`src/hdl/tdr_pkg.sv`:
```
// Shared constants, codes and controller/datapath interface types for the
// triangle depth resolve block. Used by every module under hdl but tdr_ram; no dependencies.
package tdr_pkg;

    // Face table geometry.
    localparam int MAX_FACES        = 256;
    localparam int FACE_BITS        = $clog2(MAX_FACES);
    localparam int FACE_CNT_BITS    = FACE_BITS + 1;
    localparam int CORNER_DEPTH     = 3 * MAX_FACES;
    localparam int CORNER_ADDR_BITS = $clog2(CORNER_DEPTH);

    // Number formats.
    localparam int FRAC_BITS  = 16;
    localparam int COORD_BITS = 10;
    localparam int XY_BITS    = 32;
    localparam int Z_BITS     = 31;
    localparam int RGB_BITS   = 24;
    localparam int FC_BITS    = 9;
    localparam int PITCH_BITS = 31;
    localparam int CORNER_WORD = 2 * XY_BITS + Z_BITS;

    // Datapath widths.
    localparam int PIX_BITS    = COORD_BITS + PITCH_BITS + 2;
    localparam int DIFF_BITS   = XY_BITS + 1;
    localparam int PROD_BITS   = 2 * DIFF_BITS;
    localparam int ACC_BITS    = PROD_BITS + 2;
    localparam int NORM_BITS   = PROD_BITS + 4;
    localparam int WEIGHT_BITS = FRAC_BITS + 1;
    localparam int NUM_BITS    = 2 * FRAC_BITS + 1;
    localparam int REM_BITS    = ACC_BITS;
    localparam int QUO_BITS    = NUM_BITS + 1;
    localparam int INV_BITS    = NUM_BITS + 1;
    localparam int STEP_BITS   = $clog2(NUM_BITS + 1);

    localparam int ONE = 1 << FRAC_BITS;
    localparam logic [Z_BITS-1:0] DEPTH_MAX = '1;

    // Configuration port.
    localparam int PADDR_BITS = 5;
    localparam logic [2:0] REG_FACE_COUNT = 3'd0;
    localparam logic [2:0] REG_VIEW_LEFT  = 3'd1;
    localparam logic [2:0] REG_VIEW_TOP   = 3'd2;
    localparam logic [2:0] REG_PITCH_X    = 3'd3;
    localparam logic [2:0] REG_PITCH_Y    = 3'd4;

    localparam logic [XY_BITS-1:0]    RST_VIEW_LEFT = 32'hFFFF_0000;
    localparam logic [XY_BITS-1:0]    RST_VIEW_TOP  = 32'h0001_0000;
    localparam logic [PITCH_BITS-1:0] RST_PITCH     = 31'd262;

    // Item actions.
    localparam logic ACT_LOAD  = 1'b0;
    localparam logic ACT_SHADE = 1'b1;

    // Corner code that addresses nothing.
    localparam logic [1:0] CORNER_NONE = 2'd3;

    // Division stages of one face.
    localparam logic [2:0] DIV_WS = 3'd0;
    localparam logic [2:0] DIV_WT = 3'd1;
    localparam logic [2:0] DIV_IA = 3'd2;
    localparam logic [2:0] DIV_IB = 3'd3;
    localparam logic [2:0] DIV_IC = 3'd4;
    localparam logic [2:0] DIV_ZD = 3'd5;

    // Multiplier schedule length.
    localparam logic [2:0] MUL_STEPS = 3'd6;

    typedef struct packed {
        logic                 pix_load;
        logic                 load_wr;
        logic [1:0]           rd_corner;
        logic                 cap_a;
        logic                 cap_b;
        logic                 cap_c;
        logic                 diff;
        logic                 mul_en;
        logic [2:0]           mul_sel;
        logic                 acc_en;
        logic [2:0]           acc_sel;
        logic                 norm;
        logic                 div_start;
        logic                 div_take;
        logic [2:0]           div_stage;
        logic                 cmp;
        logic                 out_load;
        logic [FACE_BITS-1:0] face;
    } cmd_t;

    typedef struct packed {
        logic miss;
        logic div_busy;
    } status_t;

    typedef struct packed {
        logic [RGB_BITS-1:0]  rgb;
        logic                 found;
        logic [FACE_BITS-1:0] face;
        logic [Z_BITS-1:0]    depth;
    } result_t;

endpackage

```
`src/hdl/tdr_ctrl.sv`:
```
// Sequencer for the triangle depth resolve block: walks the faces of one
// pixel through the datapath steps. Depends on tdr_pkg.
module tdr_ctrl (
    input  logic                        aclk,
    input  logic                        aresetn,
    input  logic                        s_valid,
    input  logic                        s_action,
    output logic                        s_ready,
    input  logic [tdr_pkg::FC_BITS-1:0] face_count,
    input  logic                        out_free,
    input  tdr_pkg::status_t            status,
    output tdr_pkg::cmd_t               cmd
);

    localparam logic [3:0] S_IDLE   = 4'd0;
    localparam logic [3:0] S_RD0    = 4'd1;
    localparam logic [3:0] S_RD1    = 4'd2;
    localparam logic [3:0] S_RD2    = 4'd3;
    localparam logic [3:0] S_CAPC   = 4'd4;
    localparam logic [3:0] S_DIFF   = 4'd5;
    localparam logic [3:0] S_MUL    = 4'd6;
    localparam logic [3:0] S_NORM   = 4'd7;
    localparam logic [3:0] S_TEST   = 4'd8;
    localparam logic [3:0] S_DSTART = 4'd9;
    localparam logic [3:0] S_DWAIT  = 4'd10;
    localparam logic [3:0] S_CMP    = 4'd11;
    localparam logic [3:0] S_NEXT   = 4'd12;
    localparam logic [3:0] S_COL    = 4'd13;
    localparam logic [3:0] S_OUT    = 4'd14;

    logic [3:0]                          state_reg, state_next;
    logic [tdr_pkg::FACE_CNT_BITS-1:0]   face_reg, face_next;
    logic [2:0]                          mcnt_reg, mcnt_next;
    logic [2:0]                          stage_reg, stage_next;
    logic [tdr_pkg::FACE_CNT_BITS-1:0]   n_faces;
    logic [tdr_pkg::FACE_CNT_BITS-1:0]   face_inc;

    // Counts above the table size test the whole table.
    assign n_faces = (tdr_pkg::FACE_CNT_BITS'(face_count) >
                      tdr_pkg::FACE_CNT_BITS'(tdr_pkg::MAX_FACES)) ?
                     tdr_pkg::FACE_CNT_BITS'(tdr_pkg::MAX_FACES) :
                     tdr_pkg::FACE_CNT_BITS'(face_count);
    assign face_inc = face_reg + 1'b1;

    // Next state and command decode.
    always_comb begin
        state_next = state_reg;
        face_next  = face_reg;
        mcnt_next  = mcnt_reg;
        stage_next = stage_reg;
        s_ready    = 1'b0;
        cmd        = '0;
        cmd.face   = face_reg[tdr_pkg::FACE_BITS-1:0];
        cmd.div_stage = stage_reg;
        case (state_reg)
            S_IDLE: begin
                s_ready = 1'b1;
                if (s_valid) begin
                    if (s_action == tdr_pkg::ACT_SHADE) begin
                        cmd.pix_load = 1'b1;
                        face_next    = '0;
                        state_next   = (n_faces == '0) ? S_COL : S_RD0;
                    end else begin
                        cmd.load_wr = 1'b1;
                    end
                end
            end
            S_RD0: begin
                cmd.rd_corner = 2'd0;
                state_next    = S_RD1;
            end
            S_RD1: begin
                cmd.rd_corner = 2'd1;
                cmd.cap_a     = 1'b1;
                state_next    = S_RD2;
            end
            S_RD2: begin
                cmd.rd_corner = 2'd2;
                cmd.cap_b     = 1'b1;
                state_next    = S_CAPC;
            end
            S_CAPC: begin
                cmd.cap_c  = 1'b1;
                state_next = S_DIFF;
            end
            S_DIFF: begin
                cmd.diff   = 1'b1;
                mcnt_next  = '0;
                state_next = S_MUL;
            end
            S_MUL: begin
                // Product k is formed in step k and summed in step k+1.
                cmd.mul_en  = mcnt_reg != tdr_pkg::MUL_STEPS;
                cmd.mul_sel = mcnt_reg;
                cmd.acc_en  = mcnt_reg != 3'd0;
                cmd.acc_sel = mcnt_reg - 1'b1;
                mcnt_next   = mcnt_reg + 1'b1;
                if (mcnt_reg == tdr_pkg::MUL_STEPS) begin
                    state_next = S_NORM;
                end
            end
            S_NORM: begin
                cmd.norm   = 1'b1;
                state_next = S_TEST;
            end
            S_TEST: begin
                if (status.miss) begin
                    state_next = S_NEXT;
                end else begin
                    stage_next = tdr_pkg::DIV_WS;
                    state_next = S_DSTART;
                end
            end
            S_DSTART: begin
                cmd.div_start = 1'b1;
                state_next    = S_DWAIT;
            end
            S_DWAIT: begin
                if (!status.div_busy) begin
                    cmd.div_take = 1'b1;
                    if (stage_reg == tdr_pkg::DIV_ZD) begin
                        state_next = S_CMP;
                    end else begin
                        stage_next = stage_reg + 1'b1;
                        state_next = S_DSTART;
                    end
                end
            end
            S_CMP: begin
                cmd.cmp    = 1'b1;
                state_next = S_NEXT;
            end
            S_NEXT: begin
                face_next  = face_inc;
                state_next = (face_inc == n_faces) ? S_COL : S_RD0;
            end
            S_COL: begin
                state_next = S_OUT;
            end
            S_OUT: begin
                if (out_free) begin
                    cmd.out_load = 1'b1;
                    state_next   = S_IDLE;
                end
            end
            default: begin
                state_next = S_IDLE;
            end
        endcase
    end

    // State registers.
    always_ff @(posedge aclk) begin
        if (!aresetn) begin
            state_reg <= S_IDLE;
            face_reg  <= '0;
            mcnt_reg  <= '0;
            stage_reg <= tdr_pkg::DIV_WS;
        end else begin
            state_reg <= state_next;
            face_reg  <= face_next;
            mcnt_reg  <= mcnt_next;
            stage_reg <= stage_next;
        end
    end

endmodule

```
`config.mk`:
```
export PLATFORM = sky130hd
export DESIGN_NAME = tdr_ctrl
export DESIGN_NICKNAME = d
export VERILOG_FILES = /design/src/hdl/tdr_pkg.sv /design/src/hdl/tdr_ctrl.sv
export SDC_FILE = /design/constraint.sdc
export NUM_CORES = 1
export LEC_CHECK = 0
export ABC_AREA = 1
export BUFFER_PORTS_ARGS = -buffer_cell sky130_fd_sc_hd__buf_2
export CAP_MARGIN = 10
export CORE_AREA = 2 2 64 66
export DETAILED_ROUTE_END_ITERATION = 8
export DIE_AREA = 0 0 66 68
export GPL_TIMING_DRIVEN = 0
export PLACE_DENSITY_LB_ADDON = 0.3
export SLEW_MARGIN = 0
export SYNTH_ARGS = -nofsm -noshare
export SYNTH_HDL_FRONTEND = slang
export SYNTH_SLANG_ARGS = --single-unit
```
`constraint.sdc`:
```
create_clock -name aclk -period 2.1 [get_ports aclk]
set_clock_uncertainty 0.1 [all_clocks]
set_input_delay 0.105 -clock aclk [delete_from_list [all_inputs] [get_ports aclk]]
set_output_delay 0.105 -clock aclk [all_outputs]
set_load 0.01 [all_outputs]
```
# --- Word level (Yosys, flattened, before mapping) ---
# Cells that the tools add are included.
classes:
  n_addsub: 4
  order_cmp: 1
  n_reduce_logical: 9
  mux: 37
  eq_ne: 25
op_table:
  columns: ["op", "count"]
  rows:
  - ["4-bit one-hot mux with 15 select lines", 1]
  - ["4-bit equality test (second input constant)", 7]
  - ["4-bit two-way mux", 7]
  - ["9-bit two-way mux", 3]
  - ["9-bit one-hot mux with 2 select lines", 1]
  - ["4-bit by 3-bit equality test with 1-bit output (second input constant)", 4]
  - ["1-bit two-way mux", 14]
  - ["2-bit != test (second input constant)", 7]
  - ["3-bit two-way mux", 4]
  - ["3-bit one-hot mux with 2 select lines", 2]
  - ["9-bit by 1-bit adder with 9-bit output (second input constant)", 1]
  - ["9-bit equality test", 1]
  - ["9-bit greater-than comparator (second input constant)", 1]
  - ["9-bit logical NOT", 1]
  - ["4-bit by 2-bit equality test with 1-bit output (second input constant)", 2]
  - ["8-bit two-way mux", 1]
  - ["3-bit by 1-bit adder with 3-bit output (second input constant)", 2]
  - ["3-bit equality test (second input constant)", 2]
  - ["2-bit two-way mux", 3]
  - ["2-bit nonzero test", 3]
  - ["5-bit AND reduction", 1]
  - ["4-bit by 1-bit equality test with 1-bit output (second input constant)", 1]
  - ["4-bit logical NOT", 1]
  - ["2-bit one-hot mux with 2 select lines", 1]
  - ["5 further kinds", 5]
word_totals:
  word_cells: 80
  output_inout_bits: 33
  regBits: 19
  input_bits: 16

# --- Depth between registers and ports, before layout ---
# Gate-level depths: netlist of the first run.
logic_depth:
  depth_word: 7
  mapped_depth: 15
  mapped_depth_nobuf: 15

# --- Worst setup path before layout of the first run ---
# OpenSTA, ideal clock, no wires.
synth_timing:
  kind: "register to register"
  from: "reg face_reg[0] (netlist name)"
  to: "reg state_reg[3]"
  synth_period_minus_slack_ns: 1.671
  arrival_time_ns: 1.503
  path_slack_ns: 0.429
  path_stages_with_launch: 11
  required_ns: 1.932
  setup_time_ns: 0.068
  n_path_buf: 0
  cell_sequence: "dfxtp_1 > ha_1 > nand2_1 > nor2_1 > nand3_1 > xnor3_1 > nor2_2 > nand3_1 > nand3_1 > nand2_1 > a21oi_2"
synth_between:
  elab_chain_cells: 4
synth_rtl:
  columns: ["item", "line", "rtl"]
  rows:
  - ["start: declaration", "tdr_ctrl.sv:32", "logic [tdr_pkg::FACE_CNT_BITS-1:0] face_reg, face_next;"]
  - ["start signal: assignment", "tdr_ctrl.sv:161", "face_reg <= face_next;"]
  - ["9-bit by 1-bit adder with 9-bit output", "tdr_ctrl.sv:43", "assign face_inc = face_reg + 1'b1;"]
  - ["9-bit equality test", "tdr_ctrl.sv:135", "state_next = (face_inc == n_faces) ? S_COL : S_RD0;"]
  - ["4-bit two-way mux", "tdr_ctrl.sv:135", null]
  - ["4-bit one-hot mux with 15 select lines", "tdr_ctrl.sv:55", "case (state_reg)"]
  - ["end signal: assignment", "tdr_ctrl.sv:160", "state_reg <= state_next;"]
  - ["end: declaration", "tdr_ctrl.sv:31", "logic [3:0] state_reg, state_next;"]
# Every way passes these cells.
# A chain may end at the register's enable or synchronous reset.

# --- Worst setup path in the final report of the first run ---
# Same ends and word-level chain as after synthesis.

==> results of run 1 <==
cells in the final DEF, fill, tap and decap left out, types with 2 or more instances in the layout:
cell type / n
buf_4: 12
inv_2: 9
nand2_2: 3
nor3_1: 3
buf_2: 48
inv_1: 37
o21ai_2: 2
o21ai_0: 4
xnor2_1: 5
dfxtp_1: 19
nor3_2: 2
nand3_2: 3
a21oi_2: 3
nand3_1: 14
ha_1: 7
nor2_2: 7
nor2_4: 2
nor2_1: 32
a21oi_1: 15
clkbuf_8: 3
nand2_1: 66
a211oi_1: 2
cells by family (layout without fill, tap and decap cells):
family / Yosys count / in the layout / synth area share (%)
fa+ha+maj: 7 / 7 / 5.27
compound gates: 34 / 34 / 13.5
simple gates: 135 / 135 / 36.9
flops: 19 / 19 / 22.9
buf+inv: 59 / 111 / 16.0
xor+xnor: 8 / 8 / 5.49
stage by stage:
stage / power [mW] / hold slack (ns) / instance area [um2] / utilization, %
after detailed placement: 0.510 / 0.315 / 1970 / 51.0
after floorplan: 0.465 / 0.158 / 1660 / -
after global routing: 0.795 / 0.0562 / 2010 / 52.2
final: 0.759 / 0.0395 / 2010 / 52.2
after CTS: 0.769 / 0.0363 / 2010 / 52.2
after global placement: 0.508 / 0.310 / 1970 / 51.0
report_power, final:
group / switching (mW) / leakage (nW) / internal [mW] / total, mW
clock network: 0.127 / 0.0255 / 0.132 / 0.259
logic: 0.0829 / 0.843 / 0.0495 / 0.132
registers: 0.00459 / 0.153 / 0.363 / 0.368
worst paths after layout:
kind,startpoint,endpoint,slack (ns),cells past startpoint
max,face_reg[0],state_reg[3],0.16,11
min,aresetn,stage_reg[2],0.04,3
max reg2reg,face_reg[0],state_reg[3],0.16,11
min reg2reg,face_reg[8],face_reg[8],0.41,2
routing by layer:
| metal | GRT usage, % | vias to the layer above | routed length [um] |
|---|---|---|---|
| li1 | - | 919 | - |
| met1 | 20.3 | 747 | 1720 |
| met2 | 28.8 | 48 | 1720 |
| met3 | 1.97 | 9 | 171 |
| met4 | 6.63 | 0 | 93 |
| met5 | 0 | - | 0 |
worst min-delay path: stages:
cell	delay (ns)
buf_2	0.11
o21ai_2	0.10
nor3_2	0.04
layout make-up:
class	instances	area, um2
plain buffers	13	93.8
clock buffers	3	41.3
clock inverters	1	5.00
fillers	417	1840
inverters	46	173
multi-input cells	184	1020
flip-flops and latches	19	380
well taps	50	62.6
repair buffers	48	240
==> results.py, run 1 <==
metrics = {
    "outcome": {
        "status": "finished, final reports clean",
    },
    "timing": {
        "finalCritPeriodShare_pct": 92.3,
        "tightest_slew_ns": 0.537,
        "slew_viol_final": 0,
        "maxSlewHeadroom_pct": 63.9,
        "period_needed_ns": 1.94,
        "setup_viol": 0,
        "hold_viol": 0,
        "finalSetupTns_ns": 0,
        "max_freq_mhz": 516,
        "rsz0062_at_grt": "false",
        "worst_slack_ns": 0.162,
    },
    "floorplanning": {
        "die_w_um": 66,
        "die_h_um": 68,
        "die-area_mm2": 0.00449,
        "start_util_pct": 43.1,
        "core_area_mm2": 0.00386,
        "ios": 49,
        "rows": 23,
    },
    "cts": {
        "clock_path_buffers": 2,
        "clockRootBuffer": "clkbuf_8",
        "cts_tree": "yes",
        "clk_pin_slew_worst_paths_ns": 0.07,
        "holdBufCountCts": 0,
        "insertion_delay_ns": 0.26,
        "postCtsSetupRepairBufs": 0,
        "cts_resized": 0,
        "htree_levels": 1,
        "cts_num_sinks": 19,
        "cts_inserted_buffers": 3,
    },
    "detailed_routing": {
        "detail_route.wl_per_cell_um": 10.2,
        "drc_errors": 0,
        "wl_um": 3710,
        "first_pass_iters": 4,
        "vias": 1723,
        "postRouteAntennaNets": 0,
        "avgViaCountPerCell": 4.73,
        "drt_iter0_markers": 38,
    },
    "run": {
        "maxCapViolations": 0,
    },
    "grt": {
        "overflow": 0,
        "grt_pass1_vias": 1365,
        "antenna_found_initial": 0,
        "grt_pass1_wl_um": 5720,
        "grt_max_degree": 12,
        "grt_usage_pct": 16.3,
    },
    "setup_path": {
        "crit_fanout": 5,
        "cpPeakStageDelay_ns": 0.42,
        "crit_type": "register to register",
        "crit_slowest_cell": "dfxtp_1",
        "path_delay_family": "simple AND/OR/NAND/NOR gates",
        "critPathRequiredTime_ns": 2.20,
        "critPathCaptureType": "register",
        "cp.arrival_ns": 2.03,
        "path_buf_inv": 0,
        "crit_chain": "ha_1 -> nand3_2 -> xnor2_1 -> nand3_1 -> nand2_1 -> nand2_1 -> nor2_2 -> nand3_1 -> nand3_1 -> nand2_1 -> a21oi_2",
        "critPathLaunchType": "register",
    },
    "logic_synthesis": {
        "synthCells": 262,
        "synth_most_common_cell": "nand2_1",
        "synth.net_count": 285,
        "synthFlopType": "dfxtp_1",
        "ys_seq_area_share_pct": 22.9,
        "synth_area_per_cell_um2": 6.35,
        "synth.area.top_cells": "dfxtp_1 (23%), nand2_1 (15%), inv_1 (8.4%), nor2_1 (7.2%), buf_4 (5.4%)",
        "synth_edf_count": 0,
        "yosys.area.top_type": "dfxtp_1",
        "ys_ff_latch": 19,
        "yosysWarnings": 0,
        "yosys.area.top_type_share_pct": 22.9,
        "ys_top_cells_by_count": "nand2_1 (66), inv_1 (37), nor2_1 (32)",
        "async_flop_share_pct": 0,
        "netlist-cell-type-count": 35,
        "synth_area_mm2": 0.00166,
    },
    "layout": {
        "largest_reg_flops": 9,
        "diodes": 0,
        "fin_cells": 364,
        "drive_above_1_share_pct": 31.5,
        "areaGrowthSynthToFinish_pct": 21.0,
        "final_nets": 338,
    },
    "power": {
        "p_leak_nw": 1.02,
        "ir_drop_mv": 0.277,
        "power_density_mw_per_mm2": 377,
    },
    "place": {
        "dpl_worst_slack_ns": 0.178,
        "hpwl_um": 3040,
        "place_congestion": 0.908,
        "port_buffers": 48,
        "dp_cells": 360,
    },
    "worst_hold_path": {
        "hold_path_class": "primary input to register",
    },
}
Note: power is estimated with default switching activity, not from simulation.
==> inputs of run 2 (changes only) <==
--- a/config.mk
+++ b/config.mk
@@ -8,2 +8,3 @@
 export ABC_AREA = 1
+export ABC_CLOCK_PERIOD_IN_PS = 2100
 export BUFFER_PORTS_ARGS = -buffer_cell sky130_fd_sc_hd__buf_2
--- a/constraint.sdc
+++ b/constraint.sdc
@@ -4,2 +4,2 @@
 set_output_delay 0.105 -clock aclk [all_outputs]
-set_load 0.01 [all_outputs]
+set_load 0.1 [all_outputs]
==> run 2 against run 1 <==
Net effect:
- die area unchanged
- register-to-register slack improved by 0.05 ns
- non-clock buffer count unchanged
- setup slack improved by 0.054 ns
- combinational power increased by 50%
- first-iteration DRC count increased by 66%
- power increased by 8.3%
- global-route usage increased by 0.99 points
- critical endpoint is now cmd[13]
- largest cell class unchanged
- largest power group unchanged
==> results.py, run 2 (synthesis gave the netlist of run 1 again) <==
metrics = {
    "outcome": {
        "status": "finished, final reports clean",
    },
    "layout": {
        "largest_reg_flops": 9,
        "layout_commonest_cell": "nand2_1",
        "diodes": 0,
        "drive_above_1_share_pct": 38.9,
        "layout_common_cells": "nand2_1 (66), buf_2 (41), inv_1 (36)",
        "areaGrowthSynthToFinish_pct": 26.2,
        "final_area_mm2": 0.00210,
        "final_nets": 338,
    },
    "timing": {
        "hold_viol": 0,
        "max_freq_mhz": 531,
        "tightest_slew_ns": 0.529,
        "rsz0062_at_grt": "false",
        "worst_slack_ns": 0.216,
        "finalCritPeriodShare_pct": 89.7,
        "slew_viol_final": 0,
        "setup_viol": 0,
        "period_needed_ns": 1.88,
        "maxSlewHeadroom_pct": 64.4,
    },
    "cts": {
        "clockRootBuffer": "clkbuf_8",
        "clk_pin_slew_worst_paths_ns": 0.07,
        "cts_inserted_buffers": 3,
        "htree_levels": 1,
        "insertion_delay_ns": 0.26,
        "holdBufCountCts": 0,
        "clock_path_buffers": 2,
        "cts_tree": "yes",
        "cts_num_sinks": 19,
    },
    "grt": {
        "grt_max_degree": 12,
        "grt_usage_pct": 17.3,
        "grt_pass1_vias": 1436,
        "overflow": 0,
        "antenna_found_initial": 0,
        "grt_pass1_wl_um": 6110,
    },
    "floorplanning": {
        "core_area_mm2": 0.00386,
        "die-area_mm2": 0.00449,
        "ios": 49,
        "die_h_um": 68,
        "start_util_pct": 43.1,
        "rows": 23,
        "die_w_um": 66,
    },
    "setup_path": {
        "critPathRequiredTime_ns": 1.89,
        "r2r-end": "state_reg[3]",
        "rr_worst_depth": 11,
        "critPathLaunchType": "register",
        "crit_type": "register to primary output",
        "reg2reg_slack_ns": 0.22,
        "cp.arrival_ns": 1.68,
        "critPathCaptureType": "primary output",
        "crit-reg2reg-launch": "face_reg[0]",
        "crit_fanout": 6,
    },
    "worst_hold_path": {
        "whs_endpoint": "stage_reg[1]",
        "hold_start": "aresetn",
        "hold_path_class": "primary input to register",
        "min_path_cells": 3,
    },
    "power": {
        "p_leak_nw": 1.02,
        "power_density_mw_per_mm2": 392,
        "ir_drop_mv": 0.246,
    },
    "place": {
        "dpl_worst_slack_ns": 0.0949,
        "post_dp_cell_area_mm2": 0.00202,
        "place_congestion": 0.878,
        "port_buffers": 48,
        "hpwl_um": 3110,
    },
    "run": {
        "maxCapViolations": 0,
    },
    "detailed_routing": {
        "first_pass_iters": 4,
        "avgViaCountPerCell": 4.65,
        "drc_errors": 0,
        "wl_um": 3780,
        "vias": 1691,
        "drt_iter0_markers": 63,
        "postRouteAntennaNets": 0,
        "detail_route.wl_per_cell_um": 10.4,
    },
}
[run 2: worst max-delay path by stage]
stage	endpoint	start
after floorplan	cmd[31]	state_reg[1]
after global placement	cmd[16]	state_reg[1]
after detailed placement	cmd[16]	state_reg[1]
after CTS	cmd[16]	state_reg[2]
after global routing	state_reg[2]	face_reg[0]
final	cmd[13]	state_reg[3]
[run 2: routing by layer]
metal  vias to the layer above  GRT usage (%)  share of wire (%)
met5                         -              0                  0
met4                         0           5.61                1.6
met3                         6           1.48                4.1
met2                        42           29.8                 48
met1                       728           23.0                 47
li1                        915              -                  -
[run 2: worst max-delay path, cell delays in order, from the launching register on]
cell and delay [ns]:
dfxtp_1 0.44, inv_2 0.05, nor2_2 0.15, inv_2 0.11, nor2_4 0.12, inv_1 0.07
nor2_2 0.07, buf_2 0.42
[run 2: power by group]
group,switching (mW),total [mW],internal (mW),leakage (nW)
clock,0.124,0.256,0.132,0.0255
sequential,0.00467,0.368,0.363,0.156
combinational,0.147,0.198,0.0509,0.839
total,0.276,0.822,0.546,1.02
[run 2: what timing repair did]
action | 4_1_cts | 5_1_grt
resized for setup | 8 | 6
buffers inserted | 0 | 0
setup endpoints to repair | 7 | 5
[run 2: cell type report]
class / instances / area [um2]
Clock buffer: 3 / 41.3
Timing Repair Buffer: 48 / 262
Inverter: 46 / 173
Multi-Input combinational cell: 184 / 1070
Sequential cell: 19 / 387
Tap cell: 50 / 62.6
Fill cell: 410 / 1760
Clock inverter: 1 / 5.00
Buffer: 13 / 93.8
[run 2: through the flow]
stage | std cells | setup TNS (ns) | power [mW] | hold slack [ns] | utilization [%]
2_1_floorplan | 262 | -1.00 | 0.530 | 0.154 | -
3_3_place_gp | 360 | 0 | 0.573 | 0.304 | 52.4
3_5_place_dp | 360 | 0 | 0.574 | 0.298 | 52.4
4_1_cts | 364 | 0 | 0.830 | 0.0267 | 54.1
5_1_grt | 364 | 0 | 0.860 | 0.0373 | 54.4
6_report | 364 | 0 | 0.822 | 0.0273 | 54.4
==> inputs of run 3 (changes only) <==
Settings changed: ABC_CLOCK_PERIOD_IN_PS 2100 to 2400, BUFFER_PORTS_ARGS -buffer_cell sky130_fd_sc_hd__buf_2 to unset, DONT_BUFFER_PORTS set to 1.
Clock period 2.1 ns to 2.4 ns, I/O delays scaled along.
==> run 3 against run 2 <==
Net effect:
- the run now ends with negative setup slack left
- sequential share of layout area increased by 1.1 points
- power decreased by 13%
- setup slack worse by 0.30 ns
- core utilization down 2.2 points
- final cell count is 10% lower
- combinational power shrank 13%
- via count down 4.7%
- cell area is 4.0% lower
- die area is the same
- register-to-register slack lost 0.13 ns
- clock-buffer cell count grew 1
- global-route usage is 0.46 points lower
- critical path type unchanged
- critical endpoint is now cmd[20]
==> results.py, run 3 (synthesis gave the netlist of run 1 again) <==
metrics = {
    "layout": {
        "diodes": 0,
        "seq_area_um2": 394,
        "fillers": 412,
        "final_nets": 301,
        "largest_reg_flops": 9,
        "layout_common_cells": "nand2_1 (66), inv_1 (34), buf_4 (20)",
        "layout_commonest_cell": "nand2_1",
        "multiInputGateArea_mm2": 0.00114,
        "areaGrowthSynthToFinish_pct": 21.1,
        "final_area_mm2": 0.00201,
        "drive_above_1_share_pct": 31.4,
    },
    "detailed_routing": {
        "wl_um": 3910,
        "first_pass_iters": 4,
        "drc_errors": 0,
        "postRouteAntennaNets": 0,
        "drt_iter0_markers": 58,
        "avgViaCountPerCell": 4.93,
        "detail_route.wl_per_cell_um": 11.9,
        "vias": 1612,
    },
    "power": {
        "pwr-share-clk_pct": 31.6,
        "combPwrFrac_pct": 24.0,
        "intPower_mw": 0.477,
        "sw_frac_of_total_pct": 33.7,
        "power_density_mw_per_mm2": 357,
        "power.switching_mw": 0.242,
        "ir_drop_mv": 0.232,
        "p_leak_nw": 0.850,
        "seq_power_share_pct": 44.4,
    },
    "floorplanning": {
        "core_area_mm2": 0.00386,
        "ios": 49,
        "start_util_pct": 43.1,
        "rows": 23,
        "die-area_mm2": 0.00449,
        "die_w_um": 66,
        "die_h_um": 68,
    },
    "setup_path": {
        "path_buf_inv": 4,
        "path_delay_family": "simple AND/OR/NAND/NOR gates",
        "crit_slowest_cell": "nor2_2",
        "critPathLaunchType": "register",
        "crit_chain": "buf_4 -> inv_2 -> nor2_1 -> inv_2 -> nor2_4 -> clkinvlp_4 -> nor2_2",
        "critPathCaptureType": "primary output",
        "crit_fanout": 7,
        "cp.arrival_ns": 2.27,
        "crit_type": "register to primary output",
        "worst_path_most_repeated_cell": "inv_2",
        "cpPeakStageDelay_ns": 0.85,
        "critPathRequiredTime_ns": 2.18,
    },
    "grt": {
        "grt_max_degree": 11,
        "overflow": 0,
        "grt_pass1_vias": 1429,
        "grt_pass1_wl_um": 5870,
        "antenna_found_initial": 0,
        "grt_usage_pct": 16.8,
    },
    "timing": {
        "maxSlewHeadroom_pct": 25.2,
        "finalCritPeriodShare_pct": 104,
        "setup_viol": 3,
        "fin_hold_ws_ns": 0.0414,
        "rsz0062_at_grt": "true",
        "hold_viol": 0,
        "period_needed_ns": 2.49,
        "slew_viol_final": 0,
        "finalSetupTns_ns": -0.229,
        "tightest_slew_ns": 1.12,
        "worst_slack_ns": -0.0869,
        "max_freq_mhz": 402,
    },
    "place": {
        "post_dp_cell_area_mm2": 0.00182,
        "hpwl_um": 3030,
        "port_buffers": 0,
        "dpl_worst_slack_ns": -0.0651,
        "place_congestion": 0.934,
    },
    "cts": {
        "clockRootBuffer": "clkbuf_8",
        "clk_pin_slew_worst_paths_ns": 0.07,
        "cts_inserted_buffers": 3,
        "cts_tree": "yes",
        "insertion_delay_ns": 0.26,
        "htree_levels": 1,
        "cts_num_sinks": 19,
        "clock_path_buffers": 2,
    },
    "run": {
        "maxCapViolations": 0,
    },
    "outcome": {
        "failed_checks": "negative setup slack",
        "status": "finished with violations",
    },
    "worst_hold_path": {
        "hold_path_class": "primary input to register",
    },
}
## run 3: cell types whose count changed in the layout (fill, tap and decap cells not counted), moves of 2 or more
cell	before	now
dfxtp_4	0	3
dfxtp_2	5	2
buf_4	18	20
nor3_4	0	2
nor2_2	18	14
nor3_2	4	2
inv_1	36	34
nor2_1	19	16
buf_2	41	0
nor2_4	4	11
## run 3: path summary, 6_finish.rpt
kind | startpoint | end | slack [ns] | cells past startpoint
worst min register to register | face_reg[6] | face_reg[6] | 0.41 | 2
worst max register to register | state_reg[3] | state_reg[3] | 0.09 | 9
worst min-delay path | aresetn | face_reg[1] | 0.04 | 2
worst max-delay path | state_reg[1] | cmd[20] | -0.09 | 7
## run 3: per-layer routing
metal  track usage, %  part of all wire, %
met4             6.63                  1.2
met2             30.9                   50
met5                0                    0
met3             2.63                  5.4
met1             19.7                   43
## run 3: final cells by class
type / count / area share [%]
Multi-Input combinational cell: 184 / 56.6
Timing Repair Buffer: 11 / 5.03
Sequential cell: 19 / 19.6
Buffer: 13 / 4.66
Tap cell: 50 / 3.11
Clock buffer: 4 / 2.24
Inverter: 46 / 8.76
## run 3: stage by stage
| stage | utilization, % | power (mW) | cells |
|---|---|---|---|
| after global routing | 52.2 | 0.751 | 327 |
| final | 52.2 | 0.718 | 327 |
| after global placement | 45.8 | 0.478 | 312 |
| after CTS | 51.0 | 0.725 | 324 |
| after floorplan | - | 0.462 | 262 |
| after detailed placement | 47.1 | 0.484 | 314 |
## run 3: repair_timing
item / 4_1_cts / 5_1_grt
buffers inserted: 5 / 3
endpoints found under the hold margin: 3 / 0
hold buffers: 1 / 0
endpoints found under the setup margin: 12 / 9
pin swaps: 3 / 2
resized for setup: 18 / 6
## run 3: power by group through the flow
stage	clock network, mW	logic (mW)	registers (mW)
2_1_floorplan	0	0.133	0.329
3_3_place_gp	0	0.149	0.329
3_5_place_dp	0	0.154	0.329
4_1_cts	0.233	0.172	0.320
5_1_grt	0.248	0.185	0.319
6_report	0.227	0.172	0.319
